### src/hw/rtl/uvs_pkg.sv
`timescale 1ns / 1ps
// ----------------------------------------------------------------------------
// uvs_pkg
// Shared types and constants for the UV sphere grid-point generator.
// ----------------------------------------------------------------------------
package uvs_pkg;

  localparam int COORD_BITS = 16;
  localparam int COORD_PB   = (COORD_BITS > 16) ? 16 : ((COORD_BITS < 2) ? 2 : COORD_BITS);
  localparam int COORD_P    = COORD_PB - 1;
  localparam int SH_XY      = 60 - COORD_P;
  localparam int SH_Z       = 30 - COORD_P;
  localparam int CODE_SHIFT = 15 - COORD_P;
  localparam logic [63:0] CODE_LIM = (64'd1 << COORD_P) - 64'd1;

  localparam logic CFG_LON = 1'b0;
  localparam logic CFG_LAT = 1'b1;

  localparam logic [7:0] LON_RST = 8'd20;
  localparam logic [7:0] LAT_RST = 8'd20;

  // divider pipeline geometry
  localparam int DIV_NW     = 24;
  localparam int DIV_DW     = 9;
  localparam int DIV_BPS    = 4;
  localparam int DIV_STAGES = DIV_NW / DIV_BPS;

  localparam logic [26:0] SIN_C = 27'd76016977;
  localparam logic [29:0] SIN_B = 30'd688904866;
  localparam logic [30:0] SIN_A = 31'd1686629713;

  localparam int BACK_STAGES = 6;
  localparam int FIFO_DEPTH  = 4;
  localparam int FIFO_AW     = 2;

  typedef struct packed {
    logic [15:0] theta;
    logic [15:0] phi;
    logic        in_range;
    logic        quad_valid;
    logic [15:0] tri0_a;
    logic [15:0] tri0_b;
    logic [15:0] tri0_c;
    logic [15:0] tri1_a;
    logic [15:0] tri1_b;
    logic [15:0] tri1_c;
  } uvs_item_t;

endpackage

### src/hw/rtl/uvs_div.sv
`timescale 1ns / 1ps
// ----------------------------------------------------------------------------
// uvs_div
// Pipelined restoring divider, four quotient bits per stage.
// ----------------------------------------------------------------------------
module uvs_div
  import uvs_pkg::*;
(
  input  logic              clk,
  input  logic              en,
  input  logic [DIV_NW-1:0] num,
  input  logic [DIV_DW-1:0] den,
  output logic [DIV_NW-1:0] quo,
  output logic [DIV_DW-1:0] rem
);

  logic [DIV_NW-1:0] num_r [DIV_STAGES];
  logic [DIV_NW-1:0] quo_r [DIV_STAGES];
  logic [DIV_DW-1:0] rem_r [DIV_STAGES];
  logic [DIV_DW-1:0] den_r [DIV_STAGES];

  for (genvar g = 0; g < DIV_STAGES; g++) begin : g_stage
    logic [DIV_NW-1:0] n_in, q_in, n_nxt, q_nxt;
    logic [DIV_DW-1:0] r_in, d_in, r_nxt;

    if (g == 0) begin : g_first
      assign n_in = num;
      assign q_in = '0;
      assign r_in = '0;
      assign d_in = den;
    end else begin : g_rest
      assign n_in = num_r[g-1];
      assign q_in = quo_r[g-1];
      assign r_in = rem_r[g-1];
      assign d_in = den_r[g-1];
    end

    always_comb begin
      logic [DIV_DW:0]   r;
      logic [DIV_NW-1:0] nv;
      logic [DIV_NW-1:0] qv;
      r  = {1'b0, r_in};
      nv = n_in;
      qv = q_in;
      for (int b = 0; b < DIV_BPS; b++) begin
        r  = {r[DIV_DW-1:0], nv[DIV_NW-1]};
        nv = {nv[DIV_NW-2:0], 1'b0};
        qv = {qv[DIV_NW-2:0], 1'b0};
        if (r >= {1'b0, d_in}) begin
          r     = r - {1'b0, d_in};
          qv[0] = 1'b1;
        end
      end
      n_nxt = nv;
      q_nxt = qv;
      r_nxt = r[DIV_DW-1:0];
    end

    always_ff @(posedge clk) begin
      if (en) begin
        num_r[g] <= n_nxt;
        quo_r[g] <= q_nxt;
        rem_r[g] <= r_nxt;
        den_r[g] <= d_in;
      end
    end
  end

  assign quo = quo_r[DIV_STAGES-1];
  assign rem = rem_r[DIV_STAGES-1];

endmodule

### src/hw/rtl/uvs_front.sv
`timescale 1ns / 1ps
// ----------------------------------------------------------------------------
// uvs_front
// Accepts grid points, works out the angles and the quad indices.
// ----------------------------------------------------------------------------
module uvs_front
  import uvs_pkg::*;
(
  input  logic       clk,
  input  logic       rst_n,
  input  logic [7:0] seg_m,
  input  logic [7:0] seg_n,
  input  logic       in_valid,
  output logic       in_stall,
  input  logic [7:0] in_lon_step,
  input  logic [7:0] in_lat_step,
  output logic       push,
  output uvs_item_t  item,
  input  logic       full
);

  logic              adv;
  logic              v_r [DIV_STAGES];
  logic [7:0]        i_r [DIV_STAGES];
  logic [7:0]        j_r [DIV_STAGES];
  logic [DIV_NW-1:0] th_q, ph_q, md_q;
  logic [DIV_DW-1:0] th_r, ph_r, md_r;
  logic [7:0]        i_l, j_l;
  logic [16:0]       row;
  logic [17:0]       cur, nb, m1;

  assign adv      = !(v_r[DIV_STAGES-1] && full);
  assign in_stall = !adv;
  assign push     = v_r[DIV_STAGES-1] && !full;

  uvs_div u_div_theta (
    .clk (clk), .en (adv),
    .num ({in_lon_step, 16'd0} + {17'd0, seg_m[7:1]}),
    .den ({1'b0, seg_m}),
    .quo (th_q), .rem (th_r)
  );

  uvs_div u_div_phi (
    .clk (clk), .en (adv),
    .num ({1'b0, in_lat_step, 15'd0} + {17'd0, seg_n[7:1]}),
    .den ({1'b0, seg_n}),
    .quo (ph_q), .rem (ph_r)
  );

  // neighbour column (i+1) mod (m+1)
  uvs_div u_div_col (
    .clk (clk), .en (adv),
    .num ({15'd0, {1'b0, in_lon_step} + 9'd1}),
    .den ({1'b0, seg_m} + 9'd1),
    .quo (md_q), .rem (md_r)
  );

  always_ff @(posedge clk) begin
    if (!rst_n) begin
      for (int k = 0; k < DIV_STAGES; k++) v_r[k] <= 1'b0;
    end else if (adv) begin
      v_r[0] <= in_valid;
      for (int k = 1; k < DIV_STAGES; k++) v_r[k] <= v_r[k-1];
    end
  end

  always_ff @(posedge clk) begin
    if (adv) begin
      i_r[0] <= in_lon_step;
      j_r[0] <= in_lat_step;
      for (int k = 1; k < DIV_STAGES; k++) begin
        i_r[k] <= i_r[k-1];
        j_r[k] <= j_r[k-1];
      end
    end
  end

  assign i_l = i_r[DIV_STAGES-1];
  assign j_l = j_r[DIV_STAGES-1];
  assign row = j_l * ({1'b0, seg_m} + 9'd1);
  assign m1  = {10'd0, seg_m} + 18'd1;
  assign cur = {1'b0, row} + {10'd0, i_l};
  assign nb  = {1'b0, row} + {9'd0, md_r};

  always_comb begin
    item            = '0;
    item.theta      = (i_l == seg_m) ? 16'd0 : th_q[15:0];
    item.phi        = ph_q[15:0];
    item.in_range   = (i_l <= seg_m) && (j_l <= seg_n);
    item.quad_valid = (j_l < seg_n);
    if (j_l < seg_n) begin
      item.tri0_a = cur[15:0];
      item.tri0_b = nb[15:0];
      item.tri0_c = 16'(cur + m1);
      item.tri1_a = nb[15:0];
      item.tri1_b = 16'(nb + m1);
      item.tri1_c = 16'(cur + m1);
    end
  end

  // quotient high bits, column quotient and angle remainders carry no information we need
  logic unused_bits;
  assign unused_bits = ^{th_q[DIV_NW-1:16], ph_q[DIV_NW-1:16], md_q, th_r, ph_r};

endmodule

### config.mk
export PLATFORM = sky130hd
export DESIGN_NAME = uvs_front
export DESIGN_NICKNAME = d
export VERILOG_FILES = /design/src/hw/rtl/uvs_pkg.sv /design/src/hw/rtl/uvs_div.sv /design/src/hw/rtl/uvs_front.sv
export SDC_FILE = /design/constraint.sdc
export NUM_CORES = 2
export LEC_CHECK = 0
export ABC_AREA = 0
export BUFFER_PORTS_ARGS = -buffer_cell sky130_fd_sc_hd__buf_2
export CAP_MARGIN = 20
export CELL_PAD_IN_SITES_DETAIL_PLACEMENT = 1
export CELL_PAD_IN_SITES_GLOBAL_PLACEMENT = 1
export CORE_MARGIN = 8
export CORE_UTILIZATION = 46
export CTS_BUF_LIST = sky130_fd_sc_hd__clkbuf_16
export CTS_CLUSTER_SIZE = 12
export DETAILED_ROUTE_END_ITERATION = 10
export GPL_ROUTABILITY_DRIVEN = 1
export MAX_ROUTING_LAYER = met4
export PLACE_DENSITY_LB_ADDON = 0.15
export SETUP_SLACK_MARGIN = 0.1
export SLEW_MARGIN = 20
export SYNTH_ARGS = -nofsm -noshare
export SYNTH_HDL_FRONTEND = slang
export SYNTH_SLANG_ARGS = --single-unit
### constraint.sdc
create_clock -name clk -period 11.6 [get_ports clk]
set_input_delay 0.58 -clock clk [delete_from_list [all_inputs] [get_ports clk]]
set_output_delay 0.58 -clock clk [all_outputs]
set_load 0.01 [all_outputs]
==> metrics <==
status=finished, final reports clean; Layout area overhead=8.757%; Crit path buffers/inverters=4; clk sinks=490; pin count of the biggest net entering global routing=84; number of fill cells=12.23k; Hold Path Depth=1; r2r endpoint=u_div_phi.rem_r[4][5]; I/O Pins=168; critical path's largest stage delay=0.51 ns; Mapped Cells=5,264; die area=118,000 µm²; initial antenna violation count=15; ys async rst share=0%; Post-Syn Nets=6,033; routed vias=39.18k; Syn Std Cell Area=49,340 µm²; DR iter-0 viols=1,621; critical path class=flip-flop to flip-flop; worst path required time=12.01 ns; Clock Latency Late Sink=0.68 ns; root buffer cell=clkbuf_16; H-tree Lvls=2; Routed Antenna Nets=0; GRT Resource Usage Total=23.54%; EDFF count, synth=490; nets=6,177; Die Y=343.5 µm; Netlist cell types=98; sequential share of the synthesized area=29.82%; Post-CTS Setup Bufs=0; clock slew at reported path FFs=0.06 ns; Crit path depth=40; DR DRC count=0; Register Area=14,710 µm²; commonest non-fill, non-tap cells in the layout=643 x ha_1, 490 x edfxtp_1, 464 x inv_1, 439 x nor2_1, 408 x a21oi_1; max-capacitance violation count=0; final core utilization=50.26%; top_reg_cell synth=edfxtp_1; crit path from=u_div_phi.den_r[3][0]; num rows=120; final-report hold violation count=0; CTS Hold Bufs=0; fmax=94.06 MHz; CTS buffer count=59; routability congestion estimate=0.9036; most common cell after layout, fill and taps aside=ha_1; DRT Wirelength=137,800 µm; worst hold-check path type=input port to flip-flop; CTS tree=done; Yosys reg bits=490; layout cells sized above 1=10.67%; Synth Warn #=0; period utilization=91.66%; first-pass GRT wire length=220,800 µm; via/cell ratio=5.704; wire per inst=20.06 µm; Setup crit end kind=flip-flop; unrepaired setup endpoints after global routing=false; grt total ovfl=0; Setup TNS=0 ns; Top Family by Delay on Critical Path=compound AO/OA/AOI/OAI gates; Core Region=106,800 µm²; Port Buf Inserts=167; vias in the first global route=41.35k; Worst R2R Setup Slack=0.97 ns; Avg Synthesized Cell Area=9.373 µm²; chip width=343.5 µm; Tmin final=10.63 ns; PostCTS Resize Cnt=0; relative slew slack=31.15%; worst-path maximum fanout=16; Area contributors post-synth=edfxtp_1 30%, ha_1 16%, mux2_2 5.4%; top cell type's share of synthesized area=29.82%; worst setup path end=u_div_phi.rem_r[4][5]; drt first pass iters=5; multi-input logic area=32,380 µm²; Worst Path Arrival=11.04 ns; Slew Viols, Final=0; Reg2Reg Launch Point=u_div_phi.den_r[3][0]; CP max stage cell=edfxtp_1; Clock Tree Buf Depth=3; hpwl dp=110,600 µm; Worst-Margin Slew=1.033 ns; setup violators final=0; R2R depth=40; clk_skew=0.04206 ns; Yosys top cell by area=edfxtp_1; Startpoint Class=flip-flop; effective utilization at floorplan=46.22%
synthesized netlist by cell type (all sizes together) (28+ instances only):
cell type,number
mux2,239
and3,37
fa,90
a21oi,412
buf,50
o21a,64
or3,29
ha,643
xor2,164
xnor2,275
a211oi,32
inv,460
and2,69
edfxtp,490
a21o,237
a21boi,28
nor2,442
nand2,272
nand3,52
mux2i,49
nor2b,130
clkbuf,61
o21bai,63
nor3,91
o31ai,32
nand2b,91
o21ai,291
nand4,104
metrics by stage:
step	std cells	cell area (µm²)	setup WS (ns)	hold slack (ns)
final	6869	53660	0.9679	0.06835
after global routing	6868	53660	0.1011	0.03169
after CTS	6858	53620	1.111	0.01392
after detailed placement	6750	51630	1.170	0.4052
after global placement	6750	51630	1.476	0.4009
after floorplan	5264	49340	2.477	0.4003
final cells by class:
| type | instances | area share (%) |
|---|---|---|
| Antenna cell | 11 | 0.05130 |
| Clock buffer | 59 | 2.752 |
| Clock inverter | 49 | 0.9514 |
| Inverter | 467 | 3.267 |
| Multi-Input combinational cell | 4196 | 60.35 |
| Sequential cell | 490 | 27.42 |
| Tap cell | 1403 | 3.272 |
| Timing Repair Buffer | 194 | 1.935 |
registers in the layout, summed over array words and instances, names as in the netlist, 39 cells and up:
register and count:
i_r 48, j_r 48, u_div_col.den_r 45, u_div_col.num_r 39, u_div_col.rem_r 54, u_div_phi.quo_r 40
u_div_phi.rem_r 45, u_div_theta.quo_r 40, u_div_theta.rem_r 45
cell families (layout without fill, tap and decap cells):
| logic type | count (synthesis) | after routing | share of synthesized area (%) |
|---|---|---|---|
| DFF | 490 | 490 | 29.82 |
| buffers and inverters | 578 | 769 | 4.697 |
| AOI/OAI and AO/OA | 1333 | 1333 | 17.19 |
| xor gates and xnor gates | 439 | 439 | 7.808 |
| adders and majority gates | 735 | 735 | 20.00 |
| muxes | 288 | 288 | 6.457 |
| and+or+nand+nor | 1401 | 1401 | 14.02 |
| other | 0 | 11 | 0 |
layer usage:
layer	share of wire (%)	track usage (%)
met1	46	29.54
met2	48	39.61
met3	3.4	2.918
met4	2.9	7.325
met5	0	-
worst min path at each step:
stage	startpoint	to	slack (ns)
detailed placement	i_r[4][7]	i_r[5][7]	0.41
floorplan	i_r[0][4]	i_r[1][4]	0.40
finish	in_lat_step[2]	j_r[0][2]	0.07
global placement	u_div_theta.quo_r[3][7]	u_div_theta.quo_r[4][11]	0.40
global route	in_lat_step[2]	j_r[0][2]	0.03
CTS	in_lat_step[2]	j_r[0][2]	0.01
Power is left out: the tool's default activity adds up to more than one toggle a clock period on the data nets, which glitch-free logic cannot reach.
