**config.mk**
```make
export PLATFORM = sky130hd
export DESIGN_NAME = uvs_fifo
export DESIGN_NICKNAME = d
export VERILOG_FILES = /design/src/hw/rtl/uvs_pkg.sv /design/src/hw/rtl/uvs_fifo.sv
export SDC_FILE = /design/constraint.sdc
export NUM_CORES = 1
export LEC_CHECK = 0
export BUFFER_PORTS_ARGS = -buffer_cell sky130_fd_sc_hd__buf_2
export CAP_MARGIN = 20
export CORE_MARGIN = 4
export CORE_UTILIZATION = 30
export DETAILED_ROUTE_END_ITERATION = 12
export PLACE_DENSITY = 0.56
export SYNTH_ARGS = -nofsm -noshare
export SYNTH_HDL_FRONTEND = slang
export SYNTH_SLANG_ARGS = --single-unit
```
**constraint.sdc**
```tcl
create_clock -name clk -period 4.6 [get_ports clk]
set_input_delay 0.92 -clock clk [delete_from_list [all_inputs] [get_ports clk]]
set_output_delay 0.92 -clock clk [all_outputs]
set_load 0.005 [all_outputs]
```
**src/hw/rtl/uvs_pkg.sv**
```systemverilog
`timescale 1ns / 1ps
// ----------------------------------------------------------------------------
// uvs_pkg
// Shared types and constants for the UV sphere grid-point generator.
// ----------------------------------------------------------------------------
package uvs_pkg;

  localparam int COORD_BITS = 16;
  localparam int COORD_PB   = (COORD_BITS > 16) ? 16 : ((COORD_BITS < 2) ? 2 : COORD_BITS);
  localparam int COORD_P    = COORD_PB - 1;
  localparam int SH_XY      = 60 - COORD_P;
  localparam int SH_Z       = 30 - COORD_P;
  localparam int CODE_SHIFT = 15 - COORD_P;
  localparam logic [63:0] CODE_LIM = (64'd1 << COORD_P) - 64'd1;

  localparam logic CFG_LON = 1'b0;
  localparam logic CFG_LAT = 1'b1;

  localparam logic [7:0] LON_RST = 8'd20;
  localparam logic [7:0] LAT_RST = 8'd20;

  // divider pipeline geometry
  localparam int DIV_NW     = 24;
  localparam int DIV_DW     = 9;
  localparam int DIV_BPS    = 4;
  localparam int DIV_STAGES = DIV_NW / DIV_BPS;

  localparam logic [26:0] SIN_C = 27'd76016977;
  localparam logic [29:0] SIN_B = 30'd688904866;
  localparam logic [30:0] SIN_A = 31'd1686629713;

  localparam int BACK_STAGES = 6;
  localparam int FIFO_DEPTH  = 4;
  localparam int FIFO_AW     = 2;

  typedef struct packed {
    logic [15:0] theta;
    logic [15:0] phi;
    logic        in_range;
    logic        quad_valid;
    logic [15:0] tri0_a;
    logic [15:0] tri0_b;
    logic [15:0] tri0_c;
    logic [15:0] tri1_a;
    logic [15:0] tri1_b;
    logic [15:0] tri1_c;
  } uvs_item_t;

endpackage

```
**src/hw/rtl/uvs_fifo.sv**
```systemverilog
`timescale 1ns / 1ps
// ----------------------------------------------------------------------------
// uvs_fifo
// Short queue between the front and the back.
// ----------------------------------------------------------------------------
module uvs_fifo
  import uvs_pkg::*;
(
  input  logic      clk,
  input  logic      rst_n,
  input  logic      push,
  input  uvs_item_t din,
  output logic      full,
  input  logic      pop,
  output uvs_item_t dout,
  output logic      empty
);

  uvs_item_t          mem_r [FIFO_DEPTH];
  logic [FIFO_AW-1:0] wptr_r, rptr_r;
  logic [FIFO_AW:0]   cnt_r;

  assign full  = (cnt_r == FIFO_AW'(0) + (FIFO_AW+1)'(FIFO_DEPTH));
  assign empty = (cnt_r == '0);
  assign dout  = mem_r[rptr_r];

  always_ff @(posedge clk) begin
    if (push) mem_r[wptr_r] <= din;
  end

  always_ff @(posedge clk) begin
    if (!rst_n) begin
      wptr_r <= '0;
      rptr_r <= '0;
      cnt_r  <= '0;
    end else begin
      if (push) wptr_r <= wptr_r + 1'b1;
      if (pop)  rptr_r <= rptr_r + 1'b1;
      if (push && !pop)      cnt_r <= cnt_r + 1'b1;
      else if (pop && !push) cnt_r <= cnt_r - 1'b1;
    end
  end

endmodule

```
==> load_flow_metrics.sql, run 1 <==
INSERT INTO impl_metrics (metric_group, metric, value, unit) VALUES
('placement', 'post_place_worst_slack', '1637', 'ps'),
('clock_network', 'post_cts_resized', '0', ''),
('layout', 'nFillCells', '5817', ''),
('floorplanning', 'die_y', '261.7', 'um'),
('pwr', 'leakagePower', '0.007674', 'uW'),
('timing', 'max-slew-margin-rel', '0.3959', ''),
('timing', 'timing.final.crit_share', '0.7511', ''),
('setup_path', 'path_buf_inv', '2', ''),
('global_route', 'grt.total_usage', '0.1144', ''),
('setup_path', 'worstPathArrival', '2540', 'ps'),
('global_route', 'global_route.peak_usage_layer', 'met2', ''),
('routing', 'routed-via-count', '8615', ''),
('synthesis', 'number_of_nets_produced_by_synthesis', '862', ''),
('routing', 'route.antenna.remaining_nets', '0', ''),
('routing', 'routed_wire_length', '39950', 'um'),
('setup_path', 'crit_fanout', '33', ''),
('clock_network', 'post_cts_buffers', '0', ''),
('clock_network', 'max-clock-path-buffers', '3', ''),
('routing', 'drc', '0', ''),
('synthesis', 'dominantRegCellSynth', 'edfxtp_1', ''),
('floorplanning', 'core_region_area', '63430', 'sq um'),
('setup_path', 'critical_path.top_delay_family', 'flip-flops', ''),
('synthesis', 'synth.most_common_cell', 'edfxtp_1', ''),
('setup_path', 'critical_path.max_stage_delay', '830', 'ps'),
('routing', 'avgViaCountPerCell', '4.487', ''),
('synthesis', 'yosys.area.top_type_share', '0.8088', ''),
('synthesis', 'post_synthesis_instance_area', '19310', 'sq um'),
('placement', 'detailed_place_hpwl', '23580', 'um'),
('global_route', 'pin_count_of_the_biggest_net_entering_global_routing', '79', ''),
('synthesis', 'distinct_cell_type_count_of_the_synthesized_netlist', '23', ''),
('timing', 'final.setup_skew', '9.739', 'ps'),
('clock_network', 'clock-sinks', '529', ''),
('synthesis', 'synth_enable_flop_cells', '520', ''),
('global_route', 'gr_util_met3', '0.03488', ''),
('setup_path', 'endpoint_kind', 'primary output', ''),
('clock_network', 'worst_setup_hold_path_clk_slew', '60', 'ps'),
('setup_path', 'cp-start-kind', 'flip-flop', ''),
('pwr', 'power_per_cell_area', '459.2', 'nW/um^2'),
('global_route', 'via_count_of_the_first_global_routing_pass', '9414', ''),
('floorplanning', 'area_of_the_die', '68480', 'sq um'),
('global_route', 'grt_remaining_overflow', '0', ''),
('job', 'maxCapViolations', '0', ''),
('run_status', 'run_status', 'completed', ''),
('floorplanning', 'initial_core_util', '0.3044', ''),
('timing', 'final-max-slew-violation-count', '0', ''),
('routing', 'dr.pass1.iters', '6', ''),
('synthesis', 'post_synth_most_frequent_cells', '520 x edfxtp_1, 130 x mux4_2, 11 x buf_12', ''),
('routing', 'drt_first_iter_violations', '577', ''),
('pwr', 'vdd.ir_drop.worst', '0.3165', 'mV'),
('synthesis', 'yosysTopAreaCell', 'edfxtp_1', ''),
('hold_path', 'hold_path_class', 'flip-flop to flip-flop', ''),
('floorplanning', 'std_cell_rows', '92', ''),
('timing', 'max_freq', '0.2894', 'GHz'),
('synthesis', 'ys.warnings.count', '0', ''),
('timing', 'post-route-worst-setup-slack', '1145', 'ps'),
('timing', 'finalSetupViolCount', '0', ''),
('synthesis', 'sequential_share_of_the_synthesized_area', '0.8181', ''),
('layout', 'layout-area-overhead-vs-synth', '20.84', '%'),
('clock_network', 'post_cts_hold_buffer_count', '0', ''),
('synthesis', 'synthesis.instances', '722', ''),
('synthesis', 'async_s_r_ff_share_synth', '0', ''),
('clock_network', 'cts_inserted_buffers', '55', ''),
('setup_path', 'cpMaxStageDelayCell', 'dfxtp_4', ''),
('placement', 'finalWeightedCongestion', '0.6747', ''),
('timing', 'worstMarginPinSlew', '906.1', 'ps'),
('layout', 'nNetsFinal', '1170', ''),
('global_route', 'grt_pass1_wl', '59100', 'um'),
('timing', 'final_hold_viol_count', '0', ''),
('global_route', 'globalRouteMet1Util', '0.1487', ''),
('clock_network', 'insertion_delay_of_the_later_clocked_pin_in_the_worst_skew_pair', '580', 'ps'),
('synthesis', 'count_of_state_elements_after_synthesis', '529', '');
## through the flow
stage            util  total power [uW]  hold WS (ps)  cell area [sq um]
4_1_cts        0.3677             10930         492.8              23320
3_5_place_dp   0.3410              6694         505.2              21630
5_1_grt        0.3677             11200         506.3              23320
6_report       0.3678             10710         515.6              23330
3_3_place_gp   0.3410              6673         492.4              21630
2_1_floorplan       -              6258         472.4              19310
## final timing paths
path	start	to	slack, ps	depth (start not counted)
worst max-delay path	flip-flop	dout[4]	1140	3
worst min-delay path	cnt_r[2]	cnt_r[2]	520	2
worst max register to register	wptr_r[0]	mem_r[3][9]	2700	3
worst min register to register	cnt_r[2]	cnt_r[2]	520	2
## cell usage in the layout (no fill, tap or decap), types with 7 or more instances in the layout
master / netlist / final
mux4_2: 130 / 130
clkbuf_16: 0 / 57
clkbuf_1: 1 / 8
clkinv_1: 0 / 14
clkinv_2: 0 / 10
dfxtp_1: 9 / 7
buf_12: 11 / 10
edfxtp_1: 520 / 520
buf_2: 10 / 265
## flip-flops by register name, indices dropped and copies added (netlist names), named ones only
signal and count:
cnt_r 3, mem_r 520, rptr_r 2, wptr_r 2
## metal layers
metal,up-vias,part of all wire
met3,68,0.068
li1,3748,-
met2,217,0.50
met5,-,0.00048
met1,4578,0.41
met4,4,0.022
## where the power goes
group          leakage (uW)  switching, uW  total, uW  internal [uW]
Clock              0.000820           1750       4160           2410
Combinational       0.00200            473        933            460
Sequential          0.00485           77.8       5620           5540
## worst register-to-register path, stage by stage (launching register included)
cell,delay [ps]
dfxtp_1,400
ha_1,170
and2_4,340
buf_4,570
## kinds of logic (layout without fill, tap and decap cells)
family / Yosys count / after routing / share of synthesized area
DFF: 529 / 529 / 0.8181
muxes: 132 / 132 / 0.1527
buffers and inverters: 33 / 382 / 0.01730
and+or+nand+nor: 15 / 15 / 0.004730
adders and majority gates: 6 / 6 / 0.004277
xor gates and xnor gates: 5 / 5 / 0.002269
AOI/OAI and AO/OA: 2 / 2 / 0.0006479
other: 0 / 3 / 0
## final cells by class
class / instances / area, sq um / share of cell area
sequential: 529 / 15800 / 0.6773
multi-input combinational: 160 / 3188 / 0.1366
timing repair buffer: 280 / 1564 / 0.06703
clock buffer: 65 / 1456 / 0.06242
tap: 846 / 1059 / 0.04537
clock inverter: 33 / 239.0 / 0.01024
inverter: 4 / 15.01 / 0.0006435
antenna: 3 / 7.507 / 0.0003218
Power figures use the tool's default switching activity.
==> run 2: changes to the inputs <==
- clock period: 4.6 -> 3.16 ns (I/O delays scaled with it)
==> run 2 against run 1 <==
Effect of this change: flip-flop and latch count unchanged; final cell count rose by 0.26%; sequential power up 45%; power rose by 51%; routed wire length shrank 0.73%; sequential share of layout area down 0.66 points; critical path type unchanged; critical endpoint is now dout[99].
==> load_flow_metrics.sql, run 2 (synthesis results as in run 1) <==
INSERT INTO impl_metrics (metric_group, metric, value, unit) VALUES
('layout', 'post_route_cells_drive_above_1_share', '0.4657', ''),
('global_route', 'pin_count_of_the_biggest_net_entering_global_routing', '92', ''),
('layout', 'regMostFlops', 'mem_r', ''),
('layout', 'multi_input_comb_area', '3188', 'sq um'),
('routing', 'drc', '0', ''),
('timing', 'timing.final.crit_share', '0.9120', ''),
('layout', 'max_reg_flops', '520', ''),
('routing', 'routed-via-count', '8646', ''),
('setup_path', 'rr_endpoint', 'mem_r[2][119]', ''),
('setup_path', 'cp-start-kind', 'flip-flop', ''),
('pwr', 'power_per_cell_area', '688.8', 'nW/um^2'),
('clock_network', 'post_cts_buffers', '0', ''),
('layout', 'seq_area', '15800', 'sq um'),
('placement', 'detailed_place_hpwl', '23780', 'um'),
('floorplanning', 'die_y', '261.7', 'um'),
('setup_path', 'critical_path.reg2reg.startpoint', 'wptr_r[0]', ''),
('hold_path', 'hold_path_class', 'primary input to flip-flop', ''),
('floorplanning', 'std_cell_rows', '92', ''),
('routing', 'route.antenna.remaining_nets', '0', ''),
('pwr', 'combinationalPowerShare', '0.086', ''),
('timing', 'unrepaired_setup_endpoints_after_global_routing', 'false', ''),
('setup_path', 'cpMaxStageDelayCell', 'mux4_2', ''),
('layout', 'finalNonFillerCells', '1925', ''),
('job', 'maxCapViolations', '0', ''),
('run_status', 'run_status', 'completed', ''),
('routing', 'drt_first_iter_violations', '615', ''),
('layout', 'fin_util', '0.3715', ''),
('pwr', 'power.clock.fraction', '0.412', ''),
('placement', 'post_place_worst_slack', '838.2', 'ps'),
('clock_network', 'clock-sinks', '529', ''),
('setup_path', 'crit_fanout', '43', ''),
('setup_path', 'reg2reg_slack', '1360', 'ps'),
('layout', 'nNetsFinal', '1175', ''),
('setup_path', 'timing.critical_path.cells', 'buf_12 -> mux4_2 -> buf_2', ''),
('pwr', 'p_seq_frac', '0.502', ''),
('global_route', 'grt.total_usage', '0.1144', ''),
('pwr', 'vdd.ir_drop.worst', '0.4185', 'mV'),
('layout', 'layout-area-overhead-vs-synth', '22.03', '%'),
('setup_path', 'critical_path.max_stage_delay', '590', 'ps'),
('global_route', 'grt_pass1_wl', '59220', 'um'),
('timing', 'final-max-slew-violation-count', '0', ''),
('setup_path', 'endpoint_kind', 'primary output', ''),
('layout', 'nFillCells', '5764', ''),
('timing', 'period_needed', '2882', 'ps'),
('pwr', 'cellInternalPower', '12820', 'uW'),
('timing', 'worstMarginPinSlew', '648.9', 'ps'),
('floorplanning', 'io_pins', '266', ''),
('pwr', 'leakagePower', '0.007798', 'uW'),
('floorplanning', 'area_of_the_die', '68480', 'sq um'),
('routing', 'dr.pass1.iters', '6', ''),
('timing', 'max-slew-margin-rel', '0.5674', ''),
('hold_path', 'hold_path_startpoint', 'din[40]', ''),
('placement', 'finalWeightedCongestion', '0.6715', ''),
('routing', 'avgViaCountPerCell', '4.491', ''),
('pwr', 'net_switching_power', '3403', 'uW'),
('setup_path', 'timing.reg2reg.worst_path_depth', '4', ''),
('floorplanning', 'core_region_area', '63430', 'sq um'),
('clock_network', 'worst_setup_hold_path_clk_slew', '60', 'ps'),
('timing', 'max_freq', '0.3470', 'GHz'),
('timing', 'finalSetupViolCount', '0', ''),
('placement', 'port-buffer-count', '265', ''),
('layout', 'mostFrequentLayoutCell', 'edfxtp_1', ''),
('floorplanning', 'initial_core_util', '0.3044', ''),
('global_route', 'via_count_of_the_first_global_routing_pass', '9487', ''),
('pwr', 'p_sw_frac', '0.2097', ''),
('layout', 'layout_common_cells', '520 x edfxtp_1, 265 x buf_2, 130 x mux4_2', ''),
('setup_path', 'critical_path.top_delay_family', 'multiplexers', ''),
('setup_path', 'path_buf_inv', '2', ''),
('timing', 'final_hold_viol_count', '0', ''),
('routing', 'routed_wire_length', '39660', 'um'),
('global_route', 'antenna_found_initial', '6', ''),
('placement', 'placed_cells_incl_taps', '1824', ''),
('clock_network', 'max-clock-path-buffers', '3', ''),
('layout', 'largestRegisters', 'mem_r x520, cnt_r x3', ''),
('clock_network', 'clock_tree.root_cell', 'clkbuf_16', ''),
('timing', 'fin_tns_setup', '0', 'ps'),
('clock_network', 'clock_tree.htree_level_count', '2', ''),
('pwr', 'post-layout-total-power', '16230', 'uW'),
('timing', 'post-route-worst-setup-slack', '278.2', 'ps'),
('routing', 'avgRoutedWirePerCell', '20.60', 'um'),
('setup_path', 'worst-setup-path-type', 'flip-flop to primary output', ''),
('clock_network', 'post_cts_hold_buffer_count', '0', ''),
('timing', 'final.setup_skew', '7.956', 'ps'),
('global_route', 'grt_remaining_overflow', '0', ''),
('hold_path', 'worstHoldPathCells', '1', ''),
('clock_network', 'post_cts_resized', '0', ''),
('hold_path', 'hold_end', 'mem_r[1][40]', ''),
('floorplanning', 'dieWidth', '261.7', 'um'),
('clock_network', 'cts_tree', 'yes', ''),
('clock_network', 'insertion_delay_of_the_later_clocked_pin_in_the_worst_skew_pair', '580', 'ps'),
('setup_path', 'worstPathArrival', '2250', 'ps'),
('clock_network', 'cts_inserted_buffers', '55', ''),
('setup_path', 'timing.critical_path.required', '2530', 'ps');
[run 2: area by class of cell]
cell class	instances	share of cell area
Antenna cell	1	0.0001062
Clock buffer	65	0.06182
Clock inverter	35	0.01795
Inverter	4	0.0006373
Multi-Input combinational cell	160	0.1353
Sequential cell	529	0.6707
Tap cell	846	0.04493
Timing Repair Buffer	285	0.06851
[run 2: per-layer routing]
metal	vias up	global-route usage	part of all wire
met5	-	0	0.0019
met4	10	0.03188	0.024
met3	82	0.03749	0.074
met2	233	0.1848	0.48
met1	4562	0.1494	0.42
li1	3759	-	-
[run 2: worst max-delay path by stage]
stage,start,end,cells past startpoint
floorplan,push,mem_r[1][0],1
global placement,flip-flop,dout[71],3
detailed placement,flip-flop,dout[99],3
CTS,flip-flop,dout[99],3
global route,flip-flop,dout[99],3
finish,flip-flop,dout[99],3
[run 2: worst reg2reg max path, stage by stage (launching register included)]
cell	delay, ps
dfxtp_1	350
inv_1	90
ha_1	150
and2_4	460
buf_4	400
[run 2: stage by stage]
stage               hold slack (ps)  cell area, sq um
floorplan                     472.4             19310
global placement              487.7             21680
detailed placement            512.2             21680
CTS                           198.8             23560
global route                  209.9             23560
finish                        261.5             23560
[run 2: power by group through the flow]
stage | Clock, uW | Combinational (uW) | Sequential [uW]
3_5_place_dp | 0 | 1450 | 8310
2_1_floorplan | 0 | 811 | 8280
5_1_grt | 7190 | 1540 | 8180
4_1_cts | 6920 | 1450 | 8160
3_3_place_gp | 0 | 1430 | 8290
6_report | 6680 | 1390 | 8150
==> run 3: changes to the inputs <==
- PLACE_DENSITY: 0.56 -> 0.6
==> run 3 against run 2 <==
Effect of this change: non-clock buffer count rose by 11; sequential power about the same; via count fell by 0.19%; clock skew up 6.7 ps; critical path type unchanged; largest cell class unchanged.
==> load_flow_metrics.sql, run 3 (synthesis results as in run 1) <==
INSERT INTO impl_metrics (metric_group, metric, value, unit) VALUES
('placement', 'finalWeightedCongestion', '0.7081', ''),
('layout', 'nNetsFinal', '1186', ''),
('timing', 'period_needed', '2779', 'ps'),
('timing', 'timing.final.crit_share', '0.8794', ''),
('setup_path', 'cpMaxStageDelayCell', 'dfxtp_4', ''),
('pwr', 'power_per_cell_area', '667.4', 'nW/um^2'),
('layout', 'post_route_cells_drive_above_1_share', '0.4656', ''),
('clock_network', 'max-clock-path-buffers', '3', ''),
('pwr', 'p_sw_frac', '0.2148', ''),
('placement', 'detailed_place_hpwl', '24140', 'um'),
('global_route', 'via_count_of_the_first_global_routing_pass', '9437', ''),
('timing', 'unrepaired_setup_endpoints_after_global_routing', 'false', ''),
('clock_network', 'clock_tree.root_cell', 'clkbuf_16', ''),
('layout', 'regMostFlops', 'mem_r', ''),
('floorplanning', 'die_y', '261.7', 'um'),
('setup_path', 'critical_path.top_delay_family', 'flip-flops', ''),
('routing', 'drc', '0', ''),
('clock_network', 'cts_inserted_buffers', '55', ''),
('pwr', 'power.clock.fraction', '0.392', ''),
('setup_path', 'timing.critical_path.required', '2530', 'ps'),
('routing', 'routed-via-count', '8630', ''),
('placement', 'placed_cells_incl_taps', '1833', ''),
('layout', 'finalNonFillerCells', '1944', ''),
('pwr', 'leakagePower', '0.007788', 'uW'),
('clock_network', 'clock_tree.htree_level_count', '2', ''),
('setup_path', 'reg2reg_slack', '1350', 'ps'),
('layout', 'nFillCells', '5757', ''),
('timing', 'worstMarginPinSlew', '601.5', 'ps'),
('timing', 'final_hold_viol_count', '0', ''),
('floorplanning', 'area_of_the_die', '68480', 'sq um'),
('routing', 'dr.pass1.iters', '4', ''),
('clock_network', 'post_cts_hold_buffer_count', '0', ''),
('global_route', 'globalRouteMet1Util', '0.1435', ''),
('timing', 'max_freq', '0.3599', 'GHz'),
('pwr', 'cellInternalPower', '12330', 'uW'),
('timing', 'fin_tns_setup', '0', 'ps'),
('global_route', 'grt_pass1_wl', '58570', 'um'),
('global_route', 'grt.total_usage', '0.1132', ''),
('setup_path', 'critical_path.max_stage_delay', '600', 'ps'),
('timing', 'max-slew-margin-rel', '0.5990', ''),
('global_route', 'antenna_found_initial', '12', ''),
('pwr', 'combinationalPowerShare', '0.089', ''),
('setup_path', 'cp-start-kind', 'flip-flop', ''),
('timing', 'final-max-slew-violation-count', '0', ''),
('run_status', 'run_status', 'completed', ''),
('global_route', 'gr_util_met3', '0.04086', ''),
('clock_network', 'cts_tree', 'yes', ''),
('setup_path', 'crit_fanout', '52', ''),
('layout', 'layout-area-overhead-vs-synth', '21.87', '%'),
('global_route', 'grt_remaining_overflow', '0', ''),
('floorplanning', 'core_region_area', '63430', 'sq um'),
('global_route', 'global_route.peak_usage_layer', 'met2', ''),
('placement', 'port-buffer-count', '265', ''),
('global_route', 'pin_count_of_the_biggest_net_entering_global_routing', '71', ''),
('setup_path', 'endpoint_kind', 'primary output', ''),
('routing', 'route.antenna.remaining_nets', '0', ''),
('floorplanning', 'io_pins', '266', ''),
('hold_path', 'hold_path_class', 'primary input to flip-flop', ''),
('placement', 'postPlaceCellArea', '21760', 'sq um'),
('timing', 'finalSetupViolCount', '0', ''),
('floorplanning', 'initial_core_util', '0.3044', ''),
('layout', 'stdcell_area', '23530', 'sq um'),
('setup_path', 'path_buf_inv', '2', ''),
('layout', 'layout_common_cells', '520 x edfxtp_1, 265 x buf_2, 130 x mux4_2', ''),
('global_route', 'grt_util_met2', '0.1842', ''),
('routing', 'avgViaCountPerCell', '4.439', ''),
('clock_network', 'worst_setup_hold_path_clk_slew', '60', 'ps'),
('clock_network', 'clock-sinks', '529', ''),
('clock_network', 'insertion_delay_of_the_later_clocked_pin_in_the_worst_skew_pair', '590', 'ps'),
('layout', 'max_reg_flops', '520', ''),
('setup_path', 'timing.critical_path.cells', 'buf_12 -> mux4_2 -> buf_2', ''),
('routing', 'drt_first_iter_violations', '627', ''),
('job', 'maxCapViolations', '0', ''),
('pwr', 'net_switching_power', '3373', 'uW'),
('pwr', 'p_seq_frac', '0.519', ''),
('routing', 'routed_wire_length', '39330', 'um'),
('layout', 'largestRegisters', 'mem_r x520, cnt_r x3', ''),
('pwr', 'post-layout-total-power', '15700', 'uW'),
('floorplanning', 'std_cell_rows', '92', ''),
('floorplanning', 'dieWidth', '261.7', 'um'),
('layout', 'mostFrequentLayoutCell', 'edfxtp_1', ''),
('pwr', 'vdd.ir_drop.worst', '0.4234', 'mV'),
('setup_path', 'worst-setup-path-type', 'flip-flop to primary output', ''),
('timing', 'final.setup_skew', '14.66', 'ps'),
('setup_path', 'worstPathArrival', '2150', 'ps'),
('routing', 'avgRoutedWirePerCell', '20.23', 'um');
## run 3: changes by cell type in the layout (fill, tap and decap cells not counted), moves of 2 or more
cell       delta
buf_4         +9
bufinv_16     -6
clkbuf_1      +6
diode_2       +6
buf_12        +2
inv_6         +2
## run 3: routing by layer
metal  wire [um]  share of wire
met5          66         0.0017
met4         981          0.025
met3        3125          0.079
met2       19070           0.48
met1       16090           0.41
## run 3: final timing paths
path                                 from             to  depth (start not counted)
worst max-delay path            flip-flop       dout[56]                          3
worst min-delay path             din[110]  mem_r[3][110]                          1
worst max register to register  wptr_r[0]   mem_r[2][82]                          4
worst min register to register   cnt_r[2]       cnt_r[2]                          2
## run 3: timing repair
| item | 4_1_cts | 5_1_grt |
|---|---|---|
| setup buffers | 0 | 2 |
| setup endpoints to repair | 0 | 2 |
| gates resized for setup | 0 | 0 |
## run 3: final cells by class
type                       count  area (sq um)  area share
sequential                   529         15800      0.6716
multi-input combinational    160          3188      0.1355
timing repair buffer         296          1722     0.07317
clock buffer                  70          1454     0.06179
tap                          846          1059     0.04499
clock inverter                32         272.8     0.01159
antenna                        7         17.52   0.0007444
inverter                       4         15.01   0.0006381
## run 3: worst register-to-register path: stages, from the launching register on
cell,delay (ps)
dfxtp_1,350
inv_1,100
ha_1,140
and2_4,540
buf_12,340
## run 3: per-stage QoR
| step | util | setup slack [ps] | hold WS [ps] |
|---|---|---|---|
| finish | 0.3710 | 381.1 | 255.9 |
| detailed placement | 0.3431 | 698.8 | 506.1 |
| global route | 0.3708 | 233.7 | 207.4 |
| CTS | 0.3703 | 36.48 | 191.4 |
| floorplan | - | 486.1 | 472.4 |
| global placement | 0.3431 | 702.5 | 485.1 |
## run 3: power groups by stage
stage / logic [uW] / clock network [uW] / registers [uW]
finish: 1400 / 6150 / 8150
global route: 1540 / 6680 / 8170
CTS: 1440 / 6370 / 8170
detailed placement: 1430 / 0 / 8320
global placement: 1420 / 0 / 8300
floorplan: 811 / 0 / 8280
